## src/smbios_rw_pkg.sv

```systemverilog
// shared types and constants of the smbios record walker
package smbios_rw_pkg;

	// header size and end-of-table record type
	localparam logic [7:0] HDR_BYTES = 8'd4;
	localparam logic [7:0] END_TYPE = 8'd127;

	// configuration register indexes
	localparam logic [7:0] REG_WANTED_TYPE = 8'd0;
	localparam logic [7:0] REG_WANTED_STRING = 8'd1;
	localparam logic [7:0] REG_STOP_AT_END = 8'd2;

	// output tdata width, padded to whole bytes
	localparam int OUT_DATA_W = 32;

	typedef enum logic [1:0] {
		PH_HEADER = 2'd0,
		PH_FORMATTED = 2'd1,
		PH_STRINGS = 2'd2,
		PH_DONE = 2'd3
	} phase_t;

	typedef struct packed {
		logic [7:0] wanted_type;
		logic [7:0] wanted_string;
		logic stop_at_end_type;
	} cfg_t;

	typedef struct packed {
		phase_t phase;
		logic [7:0] offset_count;
		logic [7:0] record_length;
		logic [7:0] current_kind;
		logic [7:0] string_count;
		logic prev_nul;
	} walk_state_t;

	typedef struct packed {
		logic record_start;
		logic [7:0] record_kind;
		logic type_match;
		logic [7:0] field_offset;
		logic [7:0] string_number;
		logic wanted_byte;
		logic record_end;
		logic bad_record;
		logic walk_done;
	} result_t;

endpackage

```

## src/smbios_rw_frame.sv

```systemverilog
// framing state and per-byte result logic of the record walker
module smbios_rw_frame
	import smbios_rw_pkg::*;
(
	input logic clk,
	input logic arst_n,
	input logic accept,
	input logic [7:0] table_byte,
	input logic last_of_table,
	input cfg_t cfg,
	output result_t res
);

	walk_state_t st_q;
	walk_state_t st_nxt;

	logic [7:0] kind_v;
	logic [7:0] len_v;
	logic match_v;

	// state register, advanced on each accepted request
	always_ff @(posedge clk or negedge arst_n) begin
		if (!arst_n) begin
			st_q <= '{phase: PH_HEADER, default: '0};
		end else if (accept) begin
			st_q <= st_nxt;
		end
	end

	// next state and result of the current byte
	always_comb begin
		st_nxt = st_q;
		res = '0;
		kind_v = (st_q.offset_count == 8'd0) ? table_byte : st_q.current_kind;
		len_v = (st_q.offset_count == 8'd1) ? table_byte : st_q.record_length;
		match_v = 1'b0;
		unique case (st_q.phase)
			PH_DONE: begin
				res.walk_done = 1'b1;
			end
			PH_HEADER, PH_FORMATTED: begin
				match_v = (kind_v == cfg.wanted_type);
				st_nxt.current_kind = kind_v;
				res.record_start = (st_q.offset_count == 8'd0);
				res.record_kind = kind_v;
				res.type_match = match_v;
				res.field_offset = st_q.offset_count;
				if (st_q.offset_count == 8'd0 && cfg.stop_at_end_type
						&& table_byte == END_TYPE) begin
					res.walk_done = 1'b1;
					st_nxt.phase = PH_DONE;
				end else if (st_q.offset_count == 8'd1 && table_byte < HDR_BYTES) begin
					st_nxt.record_length = table_byte;
					res.bad_record = 1'b1;
					res.walk_done = 1'b1;
					st_nxt.phase = PH_DONE;
				end else begin
					st_nxt.record_length = len_v;
					// formatted area ends at the last byte counted by length
					if (st_q.offset_count >= (HDR_BYTES - 8'd1)
							&& ({1'b0, st_q.offset_count} + 9'd1) >= {1'b0, len_v}) begin
						st_nxt.phase = PH_STRINGS;
						st_nxt.offset_count = 8'd0;
						st_nxt.string_count = 8'd1;
						st_nxt.prev_nul = 1'b0;
					end else begin
						st_nxt.offset_count = st_q.offset_count + 8'd1;
						st_nxt.phase = ((st_q.offset_count + 8'd1) >= HDR_BYTES)
							? PH_FORMATTED : PH_HEADER;
					end
				end
			end
			PH_STRINGS: begin
				match_v = (st_q.current_kind == cfg.wanted_type);
				res.record_kind = st_q.current_kind;
				res.type_match = match_v;
				res.string_number = st_q.string_count;
				if (table_byte != 8'd0) begin
					res.wanted_byte = match_v && (cfg.wanted_string != 8'd0)
						&& (st_q.string_count == cfg.wanted_string);
					st_nxt.prev_nul = 1'b0;
				end else if (st_q.prev_nul) begin
					// double nul closes the record
					res.record_end = 1'b1;
					st_nxt.phase = PH_HEADER;
					st_nxt.offset_count = 8'd0;
					st_nxt.string_count = 8'd0;
					st_nxt.prev_nul = 1'b0;
				end else begin
					st_nxt.prev_nul = 1'b1;
					if (st_q.string_count != 8'hff) begin
						st_nxt.string_count = st_q.string_count + 8'd1;
					end
				end
			end
			default: begin
				res.walk_done = 1'b1;
			end
		endcase
		// end of table range restarts the walk
		if (last_of_table) begin
			res.walk_done = 1'b1;
			st_nxt = '{phase: PH_HEADER, default: '0};
		end
	end

endmodule

```

## src/smbios_rw_outreg.sv

```systemverilog
// result register between the framing logic and the output stream
module smbios_rw_outreg
	import smbios_rw_pkg::*;
(
	input logic clk,
	input logic arst_n,
	input logic load,
	input result_t res,
	input logic m_tready,
	output logic m_tvalid,
	output logic full_stall,
	output result_t res_q
);

	logic valid_q;

	// valid flag: set on load, cleared when the result is taken
	always_ff @(posedge clk or negedge arst_n) begin
		if (!arst_n) begin
			valid_q <= 1'b0;
		end else if (load) begin
			valid_q <= 1'b1;
		end else if (m_tready) begin
			valid_q <= 1'b0;
		end
	end

	// payload register
	always_ff @(posedge clk) begin
		if (load) begin
			res_q <= res;
		end
	end

	assign m_tvalid = valid_q;
	assign full_stall = valid_q && !m_tready;

endmodule

```

## src/smbios_record_walker_core.sv

```systemverilog
// top level of the smbios structure table record walker
// an accepted table byte has its result on the output register in the cycle after it is accepted
// throughput: one byte per cycle; a new byte is taken whenever the output register
// is empty or its result is taken in the same cycle
// reset: arst_n clears the walk state and output valid, registers return to
// wanted_type 0, wanted_string 0, stop_at_end_type 1
module smbios_record_walker_core
	import smbios_rw_pkg::*;
(
	input logic clk,
	input logic arst_n,
	// table byte stream
	input logic s_tvalid,
	output logic s_tready,
	input logic [7:0] s_tdata, // table_byte
	input logic s_tlast, // last_of_table
	// result stream
	output logic m_tvalid,
	input logic m_tready,
	// record_start[0], record_kind[8:1], type_match[9], field_offset[17:10],
	// string_number[25:18], wanted_byte[26], bad_record[27], walk_done[28], zero
	output logic [OUT_DATA_W-1:0] m_tdata,
	output logic m_tlast, // record_end
	// configuration writes
	input logic cfg_valid,
	output logic cfg_ready,
	input logic [7:0] cfg_index,
	input logic [7:0] cfg_data
);

	cfg_t cfg_q;
	result_t res;
	result_t res_q;
	logic accept;
	logic full_stall;

	// configuration registers
	always_ff @(posedge clk or negedge arst_n) begin
		if (!arst_n) begin
			cfg_q <= '{wanted_type: 8'd0, wanted_string: 8'd0, stop_at_end_type: 1'b1};
		end else if (cfg_valid) begin
			if (cfg_index == REG_WANTED_TYPE) begin
				cfg_q.wanted_type <= cfg_data;
			end
			if (cfg_index == REG_WANTED_STRING) begin
				cfg_q.wanted_string <= cfg_data;
			end
			if (cfg_index == REG_STOP_AT_END) begin
				cfg_q.stop_at_end_type <= cfg_data[0];
			end
		end
	end

	assign cfg_ready = 1'b1;
	assign s_tready = !full_stall;
	assign accept = s_tvalid && s_tready;

	smbios_rw_frame u_frame (
		.clk(clk),
		.arst_n(arst_n),
		.accept(accept),
		.table_byte(s_tdata),
		.last_of_table(s_tlast),
		.cfg(cfg_q),
		.res(res)
	);

	smbios_rw_outreg u_outreg (
		.clk(clk),
		.arst_n(arst_n),
		.load(accept),
		.res(res),
		.m_tready(m_tready),
		.m_tvalid(m_tvalid),
		.full_stall(full_stall),
		.res_q(res_q)
	);

	// output packing
	assign m_tdata = {3'b000, res_q.walk_done, res_q.bad_record, res_q.wanted_byte,
		res_q.string_number, res_q.field_offset, res_q.type_match,
		res_q.record_kind, res_q.record_start};
	assign m_tlast = res_q.record_end;

endmodule

```

## config.mk

```make
export PLATFORM = sky130hd
export DESIGN_NAME = smbios_record_walker_core
export DESIGN_NICKNAME = d
export VERILOG_FILES = /design/src/smbios_rw_pkg.sv /design/src/smbios_rw_frame.sv /design/src/smbios_rw_outreg.sv /design/src/smbios_record_walker_core.sv
export SDC_FILE = /design/constraint.sdc
export NUM_CORES = 1
export LEC_CHECK = 0
export BUFFER_PORTS_ARGS = -buffer_cell sky130_fd_sc_hd__buf_2
export CORE_ASPECT_RATIO = 1.4
export CORE_MARGIN = 3
export CORE_UTILIZATION = 50
export CTS_BUF_LIST = sky130_fd_sc_hd__clkbuf_4
export DETAILED_ROUTE_END_ITERATION = 12
export GPL_TIMING_DRIVEN = 0
export PLACE_DENSITY_LB_ADDON = 0.1
export SYNTH_ARGS = -nofsm -noshare
export SYNTH_HDL_FRONTEND = slang
export SYNTH_SLANG_ARGS = --single-unit
```

## constraint.sdc

```tcl
create_clock -name clk -period 3.9 [get_ports clk]
set_clock_uncertainty 0.1 [all_clocks]
set_input_delay 1.17 -clock clk [delete_from_list [all_inputs] [get_ports clk]]
set_output_delay 1.17 -clock clk [all_outputs]
set_load 0.01 [all_outputs]
```

-- Word-level counts from Yosys, hierarchy flattened
Cells that the tools add are included.
- flip-flop bits (word level): 83
- input port bits: 30
- output and inout bits: 36
- logic and storage cells: 106
- add/sub/neg operators: 3
- $lt $le $gt $ge: 4
- equal/unequal tests: 18
- mux-type cells: 29
- bitwise operators: 2
- reduce and logical (&&, ||, !) cells: 31
- operators by type and width (kind ; number):
    8-bit 2-to-1 mux ; 6
    9-bit 2-to-1 mux ; 4
    9-bit one-hot mux with 2 select lines ; 2
    35-bit 2-to-1 mux ; 1
    16-bit 2-to-1 mux ; 2
    10-bit 2-to-1 mux ; 3
    8-bit equality test ; 3
    10-bit one-hot mux with 2 select lines ; 1
    8-bit by 1-bit adder with 8-bit output, second input constant ; 2
    8-bit by 1-bit equality test with 1-bit output, second input constant ; 2
    8-bit logical NOT ; 2
    8-bit nonzero test ; 2
    2-bit AND reduction ; 5
    8-bit by 1-bit adder with 9-bit output, second input constant ; 1
    9-bit by 8-bit greater-or-equal comparator with 1-bit output ; 1
    3-bit != test, second input constant ; 3
    8-bit by 2-bit equality test with 1-bit output, second input constant ; 1
    8-bit by 7-bit equality test with 1-bit output, second input constant ; 1
    8-bit by 2-bit greater-or-equal comparator with 1-bit output, second input constant ; 1
    8-bit by 3-bit greater-or-equal comparator with 1-bit output, second input constant ; 1
    1-bit logical AND ; 8
    8-bit by 3-bit < comparator with 1-bit output, second input constant ; 1
    8-bit != test, second input constant ; 1
    7-bit AND reduction ; 1
    18 further kinds ; 32

-- Logic depth before layout (Yosys ltp)
- depth after elaboration: 9
- mapped depth: 13
- depth with buffers taken out: 11

-- Cells and area by module
From an unflattened synthesis, not the netlist that was laid out.
- cells, all modules: 408
- area, all modules: 4479.3 µm²
- modules (own cells, without submodules) (module ; times used ; cells an instance ; area an instance (µm²) ; sequential area each (µm²)):
    smbios_rw_frame ; 1 ; 327 ; 2791.4 ; 875.8
    smbios_rw_outreg ; 1 ; 33 ; 945.9 ; 925.9
    smbios_record_walker_core ; 1 ; 48 ; 742.0 ; 426.7

-- Worst setup path after synthesis
OpenSTA, ideal clock, no wires.
- path kind: input-to-reg
- start: input m_tready
- end: register u_frame.st_q[10] in the netlist's numbering
- setup time: 0.067 ns
- data arrival time: 3.073 ns
- data required time: 3.733 ns
- slack: 0.661 ns
- stages on the path: 5
- buffers on the path: 0
- cells stage by stage: nand2b_1 > nand2_1 > clkinv_1 > o21ai_1 > a22o_1
- longest elaborated chain between the ends: 5
- RTL lines (what ; RTL line ; source):
    start: declaration ; smbios_record_walker_core.sv:19 ; input logic m_tready,
    1-bit logical NOT ; smbios_rw_outreg.sv:36 ; assign full_stall = valid_q && !m_tready;
    1-bit logical AND ; smbios_rw_outreg.sv:36 ;
    1-bit logical NOT ; smbios_record_walker_core.sv:55 ; assign s_tready = !full_stall;
    1-bit logical AND ; smbios_record_walker_core.sv:56 ; assign accept = s_tvalid && s_tready;
    net accept ; smbios_record_walker_core.sv:34 ; logic accept;
    2-bit AND reduction (no line) ; -- ;
    end signal: assignment ; smbios_rw_frame.sv:26 ; st_q <= st_nxt;
    end: declaration ; smbios_rw_frame.sv:14 ; walk_state_t st_q;
The timed path passes the listed nets, and every way through them passes these cells.
A chain may end at the register's enable or synchronous reset.

-- Worst setup path after layout
- start: register u_frame.st_q[30] in the netlist's numbering
- end: register u_frame.st_q[30] in the netlist's numbering
- longest elaborated chain between the ends: 9
- elaborated cells on any way between the ends: 19
- classes of those cells: 2 x add/sub; 2 x order compare; 3 x eq/ne; 6 x mux; 6 x reduce/logical
- RTL lines (what):
    branches (longest 9 deep; another with 8-bit by 1-bit adder with 9-bit output)
Several ways; the timed one is not identified. The select of a mux whose other input is x is not followed.

==> results_dict.tcl <==
set metrics [dict create \
    multi_input_area_um2 2160 \
    crit_path_start_kind "flip-flop" \
    nFillCells 782 \
    grt_pass1_vias 3581 \
    maxSlewHeadroom 0.191 \
    drt-initial-drc-count 242 \
    nNetsFinal 534 \
    layout_min_cycle_time_ns 3.63 \
    end_kind "flip-flop" \
    syn_area_um2 4530 \
    dp_cells 584 \
    ys_top_cells_by_area "dfrtp_1 29%, edfxtp_1 20%, mux2_2 4.0%" \
    fin_cells 602 \
    outcome "finished clean" \
    yosysMostFrequentCell "dfrtp_1" \
    crit_fanout 10 \
    core_area_um2 8710 \
    setup_viol_count_final 0 \
    rows 40 \
    finalWirelength_um 10900 \
    grt_pass1_wl_um 17900 \
    drv.max_cap_violation_count 0 \
    vdd_ir_drop_max_mv 0.229 \
    critPathRequiredTime_ns 4.15 \
    area_growth_pct 13.2 \
    postRouteAntennaNets 0 \
    via_per_inst 5.92 \
    ys_seq_area_frac 0.492 \
    clk_pin_slew_worst_paths_ns 0.13 \
    clkSinkCount 83 \
    drtPass1Iterations 4 \
    setup_ws_ns 0.274 \
    grt_max_degree 54 \
    place_hpwl_um 7910 \
    netlist_top_cells_count "52 x dfrtp_1, 38 x nand2_1, 30 x edfxtp_1" \
    synth_largest_area_cell "dfrtp_1" \
    max_slew.worst_pin.slew_ns 1.21 \
    dieHeight_um 119 \
    fin_setup_tns_ns 0 \
    clock_latency_ns 0.44 \
    hold_viol 0 \
    gp_congestion 0.897 \
    grtUsageTotal 0.223 \
    cts_tree "built" \
    clk_path_buf_depth 2 \
    design.die.area_um2 10300 \
    dp_slack_ns -0.343 \
    ios 66 \
    slew_violations 0 \
    regArea_um2 2230 \
    dr_total_vias 3561 \
    hp-class "reg2reg" \
    async_flop_share 0.639 \
    synth-seq-cells 83 \
    synth_cells 417 \
    leakagePower_nw 2.29 \
    worstPathArrival_ns 3.87 \
    antenna_cells 0 \
    wl_per_cell_um 18.1 \
    numCtsBuffers 9 \
    critPathKind "reg2reg" \
    yosys_warnings 0 \
    die_x_um 86.4 \
    finalCritPeriodShare 0.930 \
    drive_above_1_share 0.254 \
    max_freq_ghz 0.276 \
    place.port_buffers 60 \
    avgSynthCellArea_um2 10.9 \
    rsz0062_at_grt "no" \
    start_util 0.520 \
    synth_top_area_share 0.287 \
    postLayoutCoreUtil 0.589 \
    ctsHtreeMaxLevel 3 \
    overflow 0 \
    synth_ff_type "dfrtp_1" \
    synth_edf_count 30 \
    clockRootBuffer "clkbuf_4" \
    powerDensity_nw_per_um2 419 \
    hold_buffers 0 \
    drc 0 \
    reg2reg_slack_ns 0.27 \
    antenna_found_initial 0 \
    ys_types 73 \
]
-- worst max-delay path, cell delays in order, from the launching register on --
cell and delay, ns:
dfrtp_1 0.38, buf_2 0.17, nor4_4 0.37, nor3b_4 0.40, nand2_4 0.18, mux2i_2 0.28
ha_1 0.29, and4_1 0.22, a21oi_1 0.14, o21a_1 0.15, a32o_1 0.16, buf_4 0.17
nand3_1 0.18, o311ai_1 0.32
-- sequential cells by signal (all words and copies together), names as in the netlist --
| signal | flops |
|---|---|
| u_outreg.m_tvalid | 1 |
| u_frame.st_q | 35 |
| cfg_q | 17 |
| u_outreg.res_q | 30 |
-- cell type report --
cell class              count  share of cell area
plain buffers              17              0.0176
clock buffers              10              0.0146
clock inverters             6              0.0110
inverters                  19              0.0139
multi-input cells         300               0.421
flip-flops and latches     83               0.435
well taps                 105              0.0256
repair buffers             62              0.0615
-- cells by family after synthesis --
group / after synthesis / synth area share
flops: 83 / 0.492
compound gates: 99 / 0.159
buf+inv: 36 / 0.0356
mux: 27 / 0.0641
simple gates: 137 / 0.174
xor+xnor: 21 / 0.0406
fa+ha+maj: 12 / 0.0332
other cells: 2 / 0.00166
-- where the power goes --
part           internal (mW)  leakage (nW)  total [mW]  switching, mW
sequential              1.01          1.01        1.08         0.0694
clock                  0.197        0.0736       0.493          0.296
combinational          0.233          1.21       0.578          0.345
total                   1.44          2.29        2.15          0.710
-- worst paths after layout --
kind,from,to,cells past startpoint
max,u_frame.st_q[30],u_frame.st_q[30],13
min,u_frame.st_q[20],u_frame.st_q[20],2
max reg2reg,u_frame.st_q[30],u_frame.st_q[30],13
min reg2reg,u_frame.st_q[20],u_frame.st_q[20],2
max in group asynchronous,arst_n,u_frame.st_q[6],1
min in group asynchronous,arst_n,u_frame.st_q[16],1
-- per-layer routing --
layer / track usage / part of all wire / up-vias
met1: 0.282 / 0.41 / 1738
li1: - / - / 1692
met3: 0.0411 / 0.051 / 16
met5: 0 / 0 / -
met4: 0.0897 / 0.016 / 0
met2: 0.372 / 0.52 / 115
-- placed cells by master, fill, tap and decap left out, drive strengths merged, types with 8 or more instances in the layout --
| cell | n |
|---|---|
| nand2 | 39 |
| clkbuf | 15 |
| edfxtp | 30 |
| nand3 | 13 |
| ha | 12 |
| o21ai | 28 |
| buf | 74 |
| nor2 | 19 |
| o31ai | 14 |
| a22o | 11 |
| xor2 | 16 |
| nand4 | 8 |
| mux2 | 16 |
| a21oi | 12 |
| inv | 19 |
| nor2b | 9 |
| dfrtp | 52 |
| mux2i | 11 |
-- metrics by stage --
stage	hold slack, ns	cell area, um^2	total power, mW
final	0.400	5130	2.15
after floorplan	0.348	4540	1.47
after global placement	0.360	4970	1.65
after global routing	0.439	5130	2.27
after CTS	0.401	5100	2.15
after detailed placement	0.373	4970	1.66
-- what timing repair did --
item | in CTS | in global routing
buffers inserted | 0 | 2
setup endpoints to repair | 0 | 11
resized for setup | 0 | 3
(Power assumes the default switching activity.)
